## config.mk

```make
export PLATFORM = sky130hd
export DESIGN_NAME = quadrature_position_tracker_flat
export DESIGN_NICKNAME = d
export VERILOG_FILES = /design/src/hw/rtl/qpt_pkg.sv /design/src/hw/rtl/qpt_pin_if.sv /design/src/hw/rtl/qpt_move_if.sv /design/src/hw/rtl/quadrature_position_tracker.sv /design/src/flat_wrapper.sv
export SDC_FILE = /design/constraint.sdc
export NUM_CORES = 1
export LEC_CHECK = 0
export BUFFER_PORTS_ARGS = -buffer_cell sky130_fd_sc_hd__buf_2
export CAP_MARGIN = 20
export CORE_UTILIZATION = 45
export CTS_CLUSTER_DIAMETER = 80
export DETAILED_ROUTE_END_ITERATION = 8
export MAX_ROUTING_LAYER = met4
export PLACE_DENSITY_LB_ADDON = 0.12
export RECOVER_POWER = 100
export SYNTH_ARGS = -nofsm -noshare
export SYNTH_HDL_FRONTEND = slang
export SYNTH_SLANG_ARGS = --single-unit
export TNS_END_PERCENT = 20
```

## constraint.sdc

```tcl
create_clock -name i_clk -period 16.85 [get_ports i_clk]
set_clock_uncertainty 0.05 [all_clocks]
set_input_delay 5.055 -clock i_clk [delete_from_list [all_inputs] [get_ports i_clk]]
set_output_delay 5.055 -clock i_clk [all_outputs]
set_load 0.05 [all_outputs]
```

## src/hw/rtl/qpt_pkg.sv

```systemverilog
// Package for the quadrature position tracker: field widths, register
// indexes and the pin transition table.
// No dependencies.
package qpt_pkg;

    localparam int PIN_W   = 2;
    localparam int COUNT_W = 16;
    localparam int CFG_W   = 16;
    localparam int CFG_IDX_W = 2;

    typedef logic [PIN_W-1:0]          t_pins;
    typedef logic signed [COUNT_W-1:0] t_count;

    // Configuration register indexes
    typedef enum logic [CFG_IDX_W-1:0] {
        CFG_LOWER_LIMIT    = 2'd0,
        CFG_UPPER_LIMIT    = 2'd1,
        CFG_LOWER_CLAMP_ON = 2'd2,
        CFG_UPPER_CLAMP_ON = 2'd3
    } t_cfg_idx;

    // Pin states
    localparam t_pins PINS_00 = 2'b00;
    localparam t_pins PINS_01 = 2'b01;
    localparam t_pins PINS_10 = 2'b10;
    localparam t_pins PINS_11 = 2'b11;

    // Count step for a move from last to pins; only moves out of 01 and 10 count
    function automatic logic signed [1:0] qpt_step(input t_pins last, input t_pins pins);
        logic signed [1:0] step;
        step = 2'sd0;
        if (last == PINS_01) begin
            if (pins == PINS_00) step = 2'sd1;
            else if (pins == PINS_11) step = -2'sd1;
        end else if (last == PINS_10) begin
            if (pins == PINS_00) step = -2'sd1;
            else if (pins == PINS_11) step = 2'sd1;
        end
        return step;
    endfunction

endpackage

```

## src/hw/rtl/qpt_pin_if.sv

```systemverilog
// Input channel of the quadrature position tracker: one pin sample per item.
// Depends on qpt_pkg.
interface qpt_pin_if
    import qpt_pkg::*;
();
    logic  valid;
    logic  ready;
    t_pins pin_pair;

    modport source (output valid, output pin_pair, input ready);
    modport sink   (input valid, input pin_pair, output ready);
endinterface

```

## src/hw/rtl/qpt_move_if.sv

```systemverilog
// Output channel of the quadrature position tracker: direction and distance.
// Depends on qpt_pkg.
interface qpt_move_if
    import qpt_pkg::*;
();
    logic   valid;
    logic   ready;
    logic   moved_up;
    t_count distance;

    modport source (output valid, output moved_up, output distance, input ready);
    modport sink   (input valid, input moved_up, input distance, output ready);
endinterface

```

## src/hw/rtl/quadrature_position_tracker.sv

```systemverilog
// Quadrature position tracker top level: count update, half-count report.
// Depends on qpt_pkg, qpt_pin_if and qpt_move_if.
//
//  channel   dir  handshake      payload
//  i_pin     in   valid/ready    pin_pair[1:0]
//  o_move    out  valid/ready    moved_up, distance[15:0] signed
//  i_cfg_*   in   write enable   i_cfg_idx[1:0], i_cfg_data[15:0]
//
// One sample is taken every cycle while the output register can be loaded;
// its result (if any) appears in the output register on the next cycle. The
// count update, clamp and half-count compare are one combinational pass from
// the state registers to the output register. Synchronous active-low reset
// clears state, limits and clamp enables. A stalled result blocks new samples
// only while the output register is full and not being taken.
module quadrature_position_tracker
    import qpt_pkg::*;
#(
    parameter int WRAP_LIMIT = 100
) (
    input  logic                 i_clk,
    input  logic                 i_rst_n,
    input  logic                 i_cfg_we,
    input  logic [CFG_IDX_W-1:0] i_cfg_idx,
    input  logic [CFG_W-1:0]     i_cfg_data,
    qpt_pin_if.sink              i_pin,
    qpt_move_if.source           o_move
);

    localparam t_count WRAP_POS = t_count'(WRAP_LIMIT);
    localparam t_count WRAP_NEG = t_count'(-WRAP_LIMIT);
    localparam t_count COUNT_MAX = t_count'(32767);
    localparam t_count COUNT_MIN = t_count'(-32768);

    // Configuration registers
    t_count r_lower_limit;
    t_count r_upper_limit;
    logic   r_lower_clamp_on;
    logic   r_upper_clamp_on;

    // Tracking state
    logic   r_primed;
    t_pins  r_last_pins;
    t_count r_count;
    t_count r_reported_half;

    // Output register
    logic   r_out_valid;
    logic   r_out_moved_up;
    t_count r_out_distance;

    logic                       accept;
    logic                       load_out;
    logic signed [1:0]          step;
    logic signed [COUNT_W:0]    sum_ext;
    t_count                     sat_count;
    t_count                     clamp_lo;
    t_count                     clamp_hi;
    t_count                     n_count_upd;
    logic signed [COUNT_W:0]    half_ext;
    t_count                     half;
    t_count                     diff;
    logic                       has_result;
    logic                       wrap;

    // Handshake: take a sample whenever the output register can be loaded
    assign load_out    = !r_out_valid || o_move.ready;
    assign i_pin.ready = load_out;
    assign accept      = i_pin.valid && load_out;

    // Config writes
    always_ff @(posedge i_clk) begin
        if (!i_rst_n) begin
            r_lower_limit    <= '0;
            r_upper_limit    <= '0;
            r_lower_clamp_on <= 1'b0;
            r_upper_clamp_on <= 1'b0;
        end else if (i_cfg_we) begin
            case (t_cfg_idx'(i_cfg_idx))
                CFG_LOWER_LIMIT:    r_lower_limit    <= t_count'(i_cfg_data);
                CFG_UPPER_LIMIT:    r_upper_limit    <= t_count'(i_cfg_data);
                CFG_LOWER_CLAMP_ON: r_lower_clamp_on <= i_cfg_data[0];
                CFG_UPPER_CLAMP_ON: r_upper_clamp_on <= i_cfg_data[0];
                default: ;
            endcase
        end
    end

    // Count update: step, saturate, lower clamp then upper clamp
    always_comb begin
        step    = qpt_step(r_last_pins, i_pin.pin_pair);
        sum_ext = {r_count[COUNT_W-1], r_count} + (COUNT_W+1)'(step);
        if (sum_ext[COUNT_W] != sum_ext[COUNT_W-1]) begin
            sat_count = sum_ext[COUNT_W] ? COUNT_MIN : COUNT_MAX;
        end else begin
            sat_count = sum_ext[COUNT_W-1:0];
        end
        clamp_lo = (r_lower_clamp_on && (sat_count < r_lower_limit)) ? r_lower_limit
                                                                      : sat_count;
        clamp_hi = (r_upper_clamp_on && (clamp_lo > r_upper_limit)) ? r_upper_limit
                                                                     : clamp_lo;
        n_count_upd = (i_pin.pin_pair != r_last_pins) ? clamp_hi : r_count;
    end

    // Half count, truncated toward zero, and the compare with the last report
    always_comb begin
        half_ext   = ({n_count_upd[COUNT_W-1], n_count_upd}
                      + {{COUNT_W{1'b0}}, n_count_upd[COUNT_W-1]}) >>> 1;
        half       = half_ext[COUNT_W-1:0];
        diff       = half - r_reported_half;
        has_result = r_primed && (half != r_reported_half);
        wrap       = (n_count_upd > WRAP_POS) || (n_count_upd < WRAP_NEG);
    end

    // State update per accepted item
    always_ff @(posedge i_clk) begin
        if (!i_rst_n) begin
            r_primed        <= 1'b0;
            r_last_pins     <= '0;
            r_count         <= '0;
            r_reported_half <= '0;
        end else if (accept) begin
            r_primed    <= 1'b1;
            r_last_pins <= i_pin.pin_pair;
            if (r_primed) begin
                r_count <= (has_result && wrap) ? '0 : n_count_upd;
                if (has_result) begin
                    r_reported_half <= half;
                end
            end
        end
    end

    // Output register
    always_ff @(posedge i_clk) begin
        if (!i_rst_n) begin
            r_out_valid <= 1'b0;
        end else if (load_out) begin
            r_out_valid <= accept && has_result;
        end
    end

    always_ff @(posedge i_clk) begin
        if (accept && has_result) begin
            r_out_moved_up <= !diff[COUNT_W-1];
            r_out_distance <= diff;
        end
    end

    assign o_move.valid    = r_out_valid;
    assign o_move.moved_up = r_out_moved_up;
    assign o_move.distance = r_out_distance;

    // Checks
    a_no_result_unprimed: assert property (@(posedge i_clk) disable iff (!i_rst_n)
        !r_primed |-> !r_out_valid)
        else $error("result present before first sample");

    a_distance_nonzero: assert property (@(posedge i_clk) disable iff (!i_rst_n)
        r_out_valid |-> (r_out_distance != '0))
        else $error("zero distance reported");

    a_direction_sign: assert property (@(posedge i_clk) disable iff (!i_rst_n)
        r_out_valid |-> (r_out_moved_up == !r_out_distance[COUNT_W-1]))
        else $error("direction disagrees with distance sign");

    a_report_held_on_stall: assert property (@(posedge i_clk) disable iff (!i_rst_n)
        (r_out_valid && !o_move.ready) |=> $stable(r_reported_half))
        else $error("reported half count moved while result stalled");

endmodule

```

## src/flat_wrapper.sv

```systemverilog
// flat-port wrapper written by rule: the top's interface ports become plain ports
module quadrature_position_tracker_flat import qpt_pkg::*;
#(
    parameter int WRAP_LIMIT = 100
)
  (i_clk, i_rst_n, i_cfg_we, i_cfg_idx, i_cfg_data, i_pin_valid, i_pin_pin_pair, i_pin_ready, o_move_valid, o_move_moved_up, o_move_distance, o_move_ready);
  qpt_pin_if i_pin_i ();
  qpt_move_if o_move_i ();
  input  logic i_clk;
  input  logic i_rst_n;
  input  logic i_cfg_we;
  input  logic [CFG_IDX_W-1:0] i_cfg_idx;
  input  logic [CFG_W-1:0] i_cfg_data;
  input wire logic [$bits(i_pin_i.valid)-1:0] i_pin_valid;
  input wire logic [$bits(i_pin_i.pin_pair)-1:0] i_pin_pin_pair;
  output wire logic [$bits(i_pin_i.ready)-1:0] i_pin_ready;
  output wire logic [$bits(o_move_i.valid)-1:0] o_move_valid;
  output wire logic [$bits(o_move_i.moved_up)-1:0] o_move_moved_up;
  output wire logic [$bits(o_move_i.distance)-1:0] o_move_distance;
  input wire logic [$bits(o_move_i.ready)-1:0] o_move_ready;
  assign i_pin_i.valid = i_pin_valid;
  assign i_pin_i.pin_pair = i_pin_pin_pair;
  assign i_pin_ready = i_pin_i.ready;
  assign o_move_valid = o_move_i.valid;
  assign o_move_moved_up = o_move_i.moved_up;
  assign o_move_distance = o_move_i.distance;
  assign o_move_i.ready = o_move_ready;
  quadrature_position_tracker #(.WRAP_LIMIT(WRAP_LIMIT)) u_core (.i_clk(i_clk), .i_rst_n(i_rst_n), .i_cfg_we(i_cfg_we), .i_cfg_idx(i_cfg_idx), .i_cfg_data(i_cfg_data), .i_pin(i_pin_i), .o_move(o_move_i));
endmodule
```

==> results.toml <==
[timing]
fin_ws_ns = 0.797
hold_viol_final = 0
tns_ns = 0
setup_viol = 0
fin_crit_ns = 16.05
slew_headroom_pct = 35.4
post-route-period-util_pct = 95.3
report.final.slew_viol_count = 0
fmax_mhz = 62.3
tightest_slew_ns = 0.966
rsz0062_at_grt = "false"

[synth]
synth-seq-cells = 87
synth_area_leader_cell = "dfxtp_1"
synth_edf_count = 17
synthCells = 837
synth_area_leaders = "dfxtp_1 (20%), ha_1 (12%), edfxtp_1 (7.4%), a21oi_1 (5.7%), nand2_1 (5.5%)"
synth_flop_cell = "dfxtp_1"
ys_warn_count = 0
synth.distinct_cells = 89
synth_nets = 928
synthArstFlopShare_pct = 0
synth_top_area_share_pct = 20.3
synth.avg_cell_area_um2 = 8.26
seq_area_frac_synth_pct = 27.6
synth_area_mm2 = 0.00692

[route]
drc = 0
dr_wl_met3_um = 1140
wl_per_cell_um = 19.2
vias = 6332
wl_um = 20300
drt-vias-per-instance = 6.00
route.met2.wl_um = 8380
drtIter0Drc = 621
first_pass_iters = 6
ant_nets = 0
top_layer = "met4"
wl_met1_um = 10300

[setup_path]
cp.arrival_ns = 16.27
critical_path.slowest_cell = "nor4_1"
slowest_delay_ns = 0.54
start_kind = "input pin"
critical_path_required_ns = 17.07
critPathKind = "in -> reg"
crit_top_cell = "ha_1"
cp_max_fo = 21
critPathCaptureType = "flip-flop"

[clock_tree]
clock-sinks = 87
worstSkewPairLatency_ns = 0.35
cts.clk_slew.worst_paths_ns = 0.07
numCtsBuffers = 9
cts_tree = "yes"
htree_levels = 3
clockRootBuffer = "clkbuf_16"
clk_path_buf_depth = 2

[final_layout]
nets = 958
final_layout_size_suffix_gt1_share_pct = 10.7
fin_area_mm2 = 0.00751
n_antenna_cell = 0
fillers = 1483
synthToLayoutAreaGrowth_pct = 8.67

[placed_design]
placed_area_mm2 = 0.00727
dp_slack_ns = 0.392
place_congestion = 0.968
hpwl_um = 16400
io_buffer_count = 43

[power_and_ir_drop]
p_leak_nw = 3.03
power-per-cell-area_mw_per_mm2 = 91.4
ir_drop_v = 0.0000561

[global_routing]
grt_antenna_before_repair = 0
grt_pass1_vias = 5896
grt_max_degree = 59
gr-total-overflow = 0
track_usage_pct = 27.2
grt_pass1_wl_um = 32600

[run]
maxCapViolations = 0

[floorplanning]
start_util_pct = 46.9
io_pins = 44
die_area_mm2 = 0.0159
fp.dieW_um = 126
core_mm2 = 0.0148
rows = 44
die_height_um = 126

[hold_path]
hold_path_class = "reg -> reg"

[outcome]
status = "complete, no violations"
state kept, by name, indices dropped and copies added, names as in the netlist, 2 cells and up:
register	cells
u_core.o_move.distance	16
u_core.r_count	16
u_core.r_lower_limit	16
u_core.r_reported_half	16
u_core.r_upper_limit	16
u_core.r_last_pins	2
final cells by class:
class / instances / area, µm² / share of cell area (%)
Clock buffer: 9 / 225 / 3.00
Multi-Input combinational cell: 645 / 4560 / 60.7
Tap cell: 184 / 230 / 3.06
Timing Repair Buffer: 53 / 263 / 3.50
Sequential cell: 87 / 1910 / 25.4
Inverter: 71 / 267 / 3.55
Clock inverter: 7 / 53.8 / 0.716
Yosys cell counts, types with 8 or more instances:
cell and n:
dfxtp_1 70, clkbuf_1 21, edfxtp_1 17, nor3_1 22, mux2i_1 10, o21ai_0 35, o211ai_1 12, nand2_1 102
nor2_1 43, and3_1 8, and2_1 8, xor2_1 13, nand3_1 28, a21o_1 11, inv_1 69, o21a_1 9
a211oi_1 19, a21oi_1 79, a32o_1 15, nor2b_1 8, mux2_2 9, ha_1 64, xnor2_1 25, a31oi_1 13
nand2b_1 10
critical path, delay by kind of cell:
| kind | cells | cell delay (ns) |
|---|---|---|
| simple gates | 14 | 3.39 |
| mux | 2 | 0.93 |
| fa+ha+maj | 6 | 1.91 |
| compound gates | 16 | 4.63 |
| buf+inv | 4 | 0.33 |
cells by family after synthesis:
family | after synthesis | share of synthesized area (%)
flops | 87 | 27.6
xor+xnor | 38 | 4.81
compound gates | 255 | 26.7
buf+inv | 105 | 6.26
mux | 21 | 3.40
fa+ha+maj | 68 | 12.4
simple gates | 263 | 18.7
layer usage:
| metal | vias to the layer above | global-route usage [%] |
|---|---|---|
| met5 | - | - |
| met4 | 0 | 9.64 |
| met3 | 32 | 4.08 |
| met2 | 182 | 36.9 |
| met1 | 2999 | 40.2 |
| li1 | 3119 | - |
stage by stage:
stage / cells / total power [mW] / util [%] / hold slack (ns)
floorplan: 837 / 0.435 / - / 0.386
global placement: 1040 / 0.496 / 49.3 / 0.394
detailed placement: 1040 / 0.497 / 49.3 / 0.398
CTS: 1056 / 0.690 / 51.2 / 0.406
global route: 1056 / 0.724 / 50.9 / 0.429
finish: 1056 / 0.687 / 50.9 / 0.408
where the power goes:
group / internal, mW / leakage [nW] / switching [mW] / total (mW)
sequential: 0.233 / 0.726 / 0.00646 / 0.239
combinational: 0.0915 / 2.17 / 0.164 / 0.255
clock: 0.102 / 0.134 / 0.0912 / 0.193
total: 0.426 / 3.03 / 0.261 / 0.687
what timing repair did:
| action | in CTS | in global routing |
|---|---|---|
| resized for setup | 0 | 2 |
| endpoints found under the setup margin | 0 | 32 |
| setup buffers | 0 | 0 |
| hold buffers | 0 | 0 |
cells in the final DEF (no fill, tap or decap), drive strengths merged, types with 4 or more instances in the layout:
| cell | n |
|---|---|
| and3 | 8 |
| o21a | 10 |
| nand2b | 10 |
| xor2 | 13 |
| edfxtp | 17 |
| o21ai | 41 |
| inv | 73 |
| a31oi | 15 |
| o211ai | 12 |
| a21oi | 81 |
| and2 | 8 |
| a21boi | 5 |
| or2 | 4 |
| buf | 32 |
| nor2 | 43 |
| a21o | 11 |
| clkbuf | 30 |
| o221a | 4 |
| xnor2 | 25 |
| nand3 | 28 |
| mux2 | 10 |
| mux2i | 11 |
| nand2 | 103 |
| a211oi | 21 |
| nor3 | 22 |
| nor2b | 8 |
| ha | 64 |
| nor4 | 6 |
| nand4 | 8 |
| a32o | 15 |
| dfxtp | 70 |
| o211a | 4 |
path summary, 6_finish.rpt:
check                                   end  depth (start not counted)                     from  slack [ns]
hold / removal      u_core.r_upper_limit[5]                          2  u_core.r_upper_limit[5]        0.41
setup reg to reg  u_core.r_reported_half[1]                         38    u_core.r_last_pins[0]        5.33
hold reg to reg     u_core.r_upper_limit[5]                          2  u_core.r_upper_limit[5]        0.41
setup / recovery  u_core.r_reported_half[1]                         42        i_pin_pin_pair[0]        0.80
(Power assumes the default switching activity.)
